`config.mk`:
```
export PLATFORM = sky130hd
export DESIGN_NAME = line_sensor_steering_pd_core
export DESIGN_NICKNAME = d
export VERILOG_FILES = /design/src/sv/lspd_pkg.sv /design/src/sv/line_sensor_steering_pd_core.sv
export SDC_FILE = /design/constraint.sdc
export NUM_CORES = 1
export LEC_CHECK = 0
export BUFFER_PORTS_ARGS = -buffer_cell sky130_fd_sc_hd__clkbuf_2
export CORE_ASPECT_RATIO = 0.7
export CORE_MARGIN = 2
export CORE_UTILIZATION = 42
export DETAILED_ROUTE_END_ITERATION = 12
export GPL_TIMING_DRIVEN = 0
export PLACE_DENSITY_LB_ADDON = 0.15
export SLEW_MARGIN = 20
export SYNTH_ARGS = -nofsm -noshare
export SYNTH_HDL_FRONTEND = slang
export SYNTH_SLANG_ARGS = --single-unit
```
`constraint.sdc`:
```
create_clock -name clk -period 9 [get_ports clk]
set_clock_uncertainty 0.2 [all_clocks]
set_input_delay 0.45 -clock clk [delete_from_list [all_inputs] [get_ports clk]]
set_output_delay 0.45 -clock clk [all_outputs]
set_load 0.05 [all_outputs]
```
`src/sv/lspd_pkg.sv`:
```
// Shared types, constants and helpers for the line sensor steering block.
// No dependencies; used by the core and its checker.
package lspd_pkg;

  localparam int NUM_SENSORS = 8;
  localparam int DRIVE_W     = 8;
  localparam int ERR_W       = 5;
  localparam int CNT_W       = 4;
  localparam int THR_W       = 4;
  localparam int CFG_DATA_W  = 8;
  localparam int CFG_IDX_W   = 2;
  localparam int ADJ_W       = 8;   // holds +-72
  localparam int SUM_W       = 10;  // holds -72..327

  localparam logic [CFG_IDX_W-1:0] REG_OUTER_BASE  = 2'd0;
  localparam logic [CFG_IDX_W-1:0] REG_INNER_BASE  = 2'd1;
  localparam logic [CFG_IDX_W-1:0] REG_MARK_THRESH = 2'd2;

  localparam logic [DRIVE_W-1:0] OUTER_BASE_RST  = 8'd42;
  localparam logic [DRIVE_W-1:0] INNER_BASE_RST  = 8'd40;
  localparam logic [THR_W-1:0]   MARK_THRESH_RST = 4'd4;

  localparam logic MODE_OUTER = 1'b0;
  localparam logic MODE_INNER = 1'b1;

  localparam logic [CNT_W-1:0] MAX_DARK = 4'd8;
  localparam int               ERR_MAX  = 12;

  typedef logic [2:0] sens_idx_t;             // sensor number minus one
  typedef logic signed [ERR_W-1:0] err_t;

  // priority order, first dark sensor wins
  localparam sens_idx_t OUTER_ORDER [NUM_SENSORS] = '{3'd3, 3'd4, 3'd2, 3'd5,
                                                      3'd6, 3'd1, 3'd7, 3'd0};
  localparam err_t OUTER_WEIGHT [NUM_SENSORS] = '{5'sd1, -5'sd1, 5'sd3, -5'sd3,
                                                  -5'sd5, 5'sd5, -5'sd7, 5'sd7};
  localparam sens_idx_t INNER_ORDER [NUM_SENSORS] = '{3'd3, 3'd4, 3'd2, 3'd5,
                                                      3'd1, 3'd6, 3'd0, 3'd7};
  localparam err_t INNER_WEIGHT [NUM_SENSORS] = '{5'sd5, -5'sd5, 5'sd9, -5'sd9,
                                                  5'sd11, -5'sd11, 5'sd12, -5'sd12};

  function automatic logic [DRIVE_W-1:0] sat_drive(input logic signed [SUM_W-1:0] v);
    logic [DRIVE_W-1:0] r;
    if (v[SUM_W-1]) begin
      r = '0;
    end else if (v[SUM_W-2:DRIVE_W] != '0) begin
      r = '1;
    end else begin
      r = v[DRIVE_W-1:0];
    end
    return r;
  endfunction

endpackage

```
`src/sv/line_sensor_steering_pd_core.sv`:
```
// Line sensor steering core: dark-sensor decode, position error and PD drive.
// Depends on lspd_pkg.
//
// One bar reading is accepted per cycle while in_stall is low, and its result
// appears in the output register on the next cycle. Decode, priority pick, PD
// sum and saturation sit between the input ports and that register; the
// previous-error register closes its loop through that logic, which is what
// sets the rate. The input stalls only while a finished result is held by a
// stalled output, and during reset.
module line_sensor_steering_pd_core (
  input  logic                               clk,
  input  logic                               rst_n,
  input  logic                               cfg_we,
  input  logic [lspd_pkg::CFG_IDX_W-1:0]     cfg_index,
  input  logic [lspd_pkg::CFG_DATA_W-1:0]    cfg_data,
  input  logic                               in_valid,
  output logic                               in_stall,
  input  logic [7:0]                         in_sensor_low_byte,
  input  logic [7:0]                         in_sensor_high_byte,
  input  logic                               in_mode,
  output logic                               out_valid,
  input  logic                               out_stall,
  output logic [lspd_pkg::DRIVE_W-1:0]       out_left_drive,
  output logic [lspd_pkg::DRIVE_W-1:0]       out_right_drive,
  output logic signed [lspd_pkg::ERR_W-1:0]  out_position_error,
  output logic [lspd_pkg::CNT_W-1:0]         out_dark_count,
  output logic                               out_mark_seen
);
  import lspd_pkg::*;

  logic [DRIVE_W-1:0]     outer_base_r, inner_base_r;
  logic [THR_W-1:0]       mark_thresh_r;
  err_t                   prev_err_r, err_nxt;
  logic                   out_valid_r;
  logic [DRIVE_W-1:0]     left_r, right_r, left_nxt, right_nxt;
  err_t                   err_r;
  logic [CNT_W-1:0]       count_r, count_nxt;
  logic                   mark_r, mark_nxt;
  logic [NUM_SENSORS-1:0] dark;
  logic                   accept;
  logic [DRIVE_W-1:0]     base;
  logic signed [ADJ_W-1:0] e_ext, prev_ext, p_term, adj;
  logic signed [SUM_W-1:0] base_ext, adj_ext;

  assign in_stall = !rst_n || (out_valid_r && out_stall);
  assign accept   = in_valid && !in_stall;

  // bit k of dark is sensor k+1
  always_comb begin
    for (int k = 0; k < NUM_SENSORS - 1; k++) begin
      dark[k] = !in_sensor_high_byte[k+1];
    end
    dark[NUM_SENSORS-1] = (in_sensor_low_byte == '0);
  end

  always_comb begin
    count_nxt = '0;
    for (int k = 0; k < NUM_SENSORS; k++) begin
      count_nxt = count_nxt + CNT_W'(dark[k]);
    end
  end

  // walk from lowest priority up so the highest-priority hit is kept
  always_comb begin
    err_nxt = prev_err_r;
    for (int k = NUM_SENSORS - 1; k >= 0; k--) begin
      if (in_mode == MODE_INNER) begin
        if (dark[INNER_ORDER[k]]) err_nxt = INNER_WEIGHT[k];
      end else begin
        if (dark[OUTER_ORDER[k]]) err_nxt = OUTER_WEIGHT[k];
      end
    end
  end

  always_comb begin
    base     = (in_mode == MODE_INNER) ? inner_base_r : outer_base_r;
    e_ext    = ADJ_W'(err_nxt);
    prev_ext = ADJ_W'(prev_err_r);
    p_term   = (in_mode == MODE_INNER) ? (e_ext <<< 1) : (e_ext <<< 2);
    adj      = p_term + e_ext - prev_ext;
    base_ext = $signed({{(SUM_W-DRIVE_W){1'b0}}, base});
    adj_ext  = SUM_W'(adj);
    left_nxt  = sat_drive(base_ext - adj_ext);
    right_nxt = sat_drive(base_ext + adj_ext);
    mark_nxt  = (count_nxt > mark_thresh_r);
  end

  always_ff @(posedge clk) begin
    if (!rst_n) begin
      outer_base_r  <= OUTER_BASE_RST;
      inner_base_r  <= INNER_BASE_RST;
      mark_thresh_r <= MARK_THRESH_RST;
    end else if (cfg_we) begin
      case (cfg_index)
        REG_OUTER_BASE:  outer_base_r  <= cfg_data[DRIVE_W-1:0];
        REG_INNER_BASE:  inner_base_r  <= cfg_data[DRIVE_W-1:0];
        REG_MARK_THRESH: mark_thresh_r <= cfg_data[THR_W-1:0];
        default: ;
      endcase
    end
  end

  always_ff @(posedge clk) begin
    if (!rst_n) begin
      prev_err_r  <= '0;
      out_valid_r <= 1'b0;
    end else begin
      if (accept) begin
        prev_err_r  <= err_nxt;
        out_valid_r <= 1'b1;
      end else if (!out_stall) begin
        out_valid_r <= 1'b0;
      end
    end
  end

  always_ff @(posedge clk) begin
    if (accept) begin
      left_r  <= left_nxt;
      right_r <= right_nxt;
      err_r   <= err_nxt;
      count_r <= count_nxt;
      mark_r  <= mark_nxt;
    end
  end

  assign out_valid          = out_valid_r;
  assign out_left_drive     = left_r;
  assign out_right_drive    = right_r;
  assign out_position_error = err_r;
  assign out_dark_count     = count_r;
  assign out_mark_seen      = mark_r;

endmodule

```
==> out/metrics.yaml <==
startpoint_type: "input port"
hold_path_depth: 3
hold_path.class: "in -> reg"
clk_path_buf_depth: 2
antenna_found_initial: 0
arrival_ns: 5.62
placed_cells: 584
die_h_um: 85.4
max_cap_violations: 0
leakage_nw: 2.02
dr.pass1.iters: 4
fp-row-count: 29
netlist_area_mm2: 0.00398
synth_xor_area_frac: 0.0503
r2r_end: "out_left_drive[6]"
synth-async-reset-ratio: 0
die_area_mm2: 0.0103
grt.total_usage: 0.183
tightest_slew_ns: 0.639
wirelength_mm: 8.79
outcome: "complete, no violations"
max_freq_ghz: 0.172
grt-ovfl-total: 0
nNetsFinal: 544
critPathCaptureType: "register"
syn_avg_cell_area_um2: 9.85
grt_max_degree: 28
drcViolationCount: 0
cts_root_buf: "clkbuf_16"
final_layout_size_suffix_gt1_frac: 0.216
post_cts_buffers: 0
rsz0062_at_grt: "false"
slowest_delay_ns: 0.54
worstPathCellList: "clkbuf_2 > nor4_4 > nand2_2 > mux2_2 > nor2_1 > nor3_1 > nor3_1 > fa_1 > fa_1 > a211oi_2 > o21bai_1 > a21oi_2 > xnor2_4 > buf_4 > inv_1 > ha_1 > or3_1 > o32a_2 > inv_2 > xnor2_1 > a31oi_1"
finalSetupTns_ns: 0
first_iter_violations: 228
synth.area.mux_share: 0.0812
cts_hold_buf: 0
synthToLayoutAreaGrowth_pct: 15.0
post_drt_wl_per_cell_um: 14.8
max-vdd-ir-drop_v: 0.000103
finalMaxSlewViolations: 0
period_share: 0.644
gp_congestion: 0.874
synth_nets: 481
p_per_area_mw_per_mm2: 281
cp_max_fo: 11
reg2reg_from: "prev_err_r[0]"
relSlewSlack: 0.574
cts_sinks: 52
synth_compound_area_frac: 0.180
fp.coreArea_mm2: 0.00914
p_total_mw: 1.29
fillers: 893
cts_tree: "done"
ys.warnings.count: 0
min_to: "outer_base_r[5]"
vias: 3102
start_util: 0.435
post_dp_cell_area_mm2: 0.00441
grt_pass1_vias: 2985
fin_crit_ns: 5.80
final_hold_viol_count: 0
antenna_cells: 0
ys_ff_latch: 52
clk_pin_slew_ns: 0.07
synth_top_family_by_area: "compound AO/OA/AOI/OAI gates"
synthSimpleGateAreaFrac: 0.137
ios: 60
ff2ff_setup_slack_ns: 3.44
setup_viol_count_final: 0
slowest_stage: "fa_1"
port_buffers: 56
synth_top_flop_cell: "edfxtp_1"
final_util: 0.500
holdCritStartpoint: "cfg_data[5]"
ctsHtreeMaxLevel: 2
crit_type: "in -> reg"
clock_latency_ns: 0.30
ys_seq_area_frac: 0.327
synthAdderAreaFrac: 0.164
synth-edff-count: 26
ctsResizeCount: 0
numCtsBuffers: 5
crit_required_ns: 8.82
reg2reg_depth: 20
ant_nets: 0
die_x_um: 120
finalNonFillerCells: 592
synthDistinctLibCells: 66
dp_hpwl_mm: 6.93
fin_area_mm2: 0.00458
viasPerCell: 5.24
synthCells: 404
grt_pass1_wl_mm: 15.0
[layout make-up]
| class | instances | area (µm²) | share of cell area |
|---|---|---|---|
| repair buffers | 56 | 280 | 0.0613 |
| inverters | 46 | 173 | 0.0377 |
| plain buffers | 13 | 68.8 | 0.0150 |
| well taps | 124 | 155 | 0.0339 |
| flip-flops and latches | 52 | 1300 | 0.284 |
| multi-input cells | 293 | 2430 | 0.532 |
| clock buffers | 7 | 154 | 0.0336 |
| clock inverters | 1 | 8.76 | 0.00191 |
[synthesized netlist by cell type, types with 3 or more instances]
cell,count,share of area
ha_1,33,0.10
o31ai_1,3,0.0057
nor2b_1,20,0.031
mux2_2,10,0.028
a31oi_1,3,0.0047
edfxtp_1,26,0.20
o22ai_1,5,0.0079
o21ai_0,10,0.013
o21ai_1,5,0.0063
clkbuf_1,6,0.0057
a21oi_2,5,0.011
o21a_1,4,0.0075
dfxtp_1,26,0.13
nor3_1,6,0.0075
mux2i_1,21,0.053
or3_1,3,0.0047
xnor2_1,14,0.031
a21o_1,8,0.015
and2_1,3,0.0047
nor2_1,20,0.019
a21oi_1,26,0.033
inv_1,43,0.041
o21bai_1,5,0.0094
nand3_1,5,0.0063
o211ai_1,3,0.0057
nand2b_1,5,0.0079
fa_1,12,0.060
nor4_4,3,0.016
a211o_1,3,0.0066
nand2_1,22,0.021
[per-layer routing]
| layer | up-vias | track usage | routed length, µm |
|---|---|---|---|
| met5 | - | 0 | 0 |
| met4 | 0 | 0.0476 | 149 |
| met3 | 13 | 0.0343 | 474 |
| met2 | 73 | 0.267 | 3480 |
| met1 | 1461 | 0.277 | 4680 |
| li1 | 1555 | - | - |
[cell families (layout without fill, tap and decap cells)]
| kind of cell | Yosys count | count (layout) |
|---|---|---|
| adders and majority gates | 45 | 45 |
| muxes | 31 | 31 |
| and+or+nand+nor | 97 | 97 |
| AOI/OAI and AO/OA | 101 | 101 |
| buffers and inverters | 59 | 123 |
| xor gates and xnor gates | 19 | 19 |
| DFF | 52 | 52 |
[stage by stage]
stage	hold slack [ns]	setup slack [ns]
detailed placement	0.261	2.91
CTS	0.197	3.21
global placement	0.252	2.91
global route	0.214	2.81
floorplan	0.237	3.52
finish	0.197	3.20
[how the worst max path moves through the flow]
stage,end,startpoint
CTS,out_left_drive[6],in_sensor_low_byte[7]
global route,out_left_drive[6],in_sensor_low_byte[7]
detailed placement,out_left_drive[6],in_mode
floorplan,out_left_drive[6],in_sensor_low_byte[5]
finish,out_left_drive[6],in_sensor_low_byte[7]
global placement,out_left_drive[6],in_mode
[worst max-delay path, delay by kind of cell]
kind	cells	cell delay, ns
AOI/OAI and AO/OA	5	1.13
xor gates and xnor gates	2	0.42
adders and majority gates	3	1.30
buffers and inverters	4	0.56
muxes	1	0.32
and+or+nand+nor	6	1.43
[registers in the layout, summed over array words and instances, names as in the netlist]
signal,flops
out_dark_count,4
outer_base_r,8
inner_base_r,8
mark_thresh_r,4
prev_err_r,5
out_position_error,5
out_right_drive,8
out_left_drive,8
out_valid,1
out_mark_seen,1
[power by group]
group	switching [mW]	leakage [nW]	total (mW)	internal [mW]
sequential	0.00890	0.457	0.316	0.307
clock	0.0935	0.0797	0.215	0.122
combinational	0.473	1.48	0.754	0.281
total	0.575	2.02	1.29	0.710
[cell usage in the layout (no fill, tap or decap), types with 3 or more instances in the layout]
cell type,synthesis,routed
edfxtp_1,26,26
mux2_2,10,10
a21oi_1,26,26
a21oi_2,5,5
nand3_1,5,5
a21o_1,8,8
inv_2,2,3
o21ai_1,5,5
or3_1,3,3
nor2b_1,20,20
nor4_4,3,3
inv_1,43,42
o31ai_1,3,3
clkbuf_1,6,7
nand2b_1,5,5
o22ai_1,5,5
o21bai_1,5,5
o21ai_0,10,10
xnor2_1,14,14
o211ai_1,3,3
ha_1,33,33
fa_1,12,12
dfxtp_1,26,26
clkbuf_16,0,6
nor2_1,20,20
and2_1,3,3
a31oi_1,3,3
a211o_1,3,3
clkbuf_2,0,56
o21a_1,4,4
nand2_1,22,22
nor3_1,6,6
mux2i_1,21,21
Note: power is estimated with default switching activity, not from simulation.
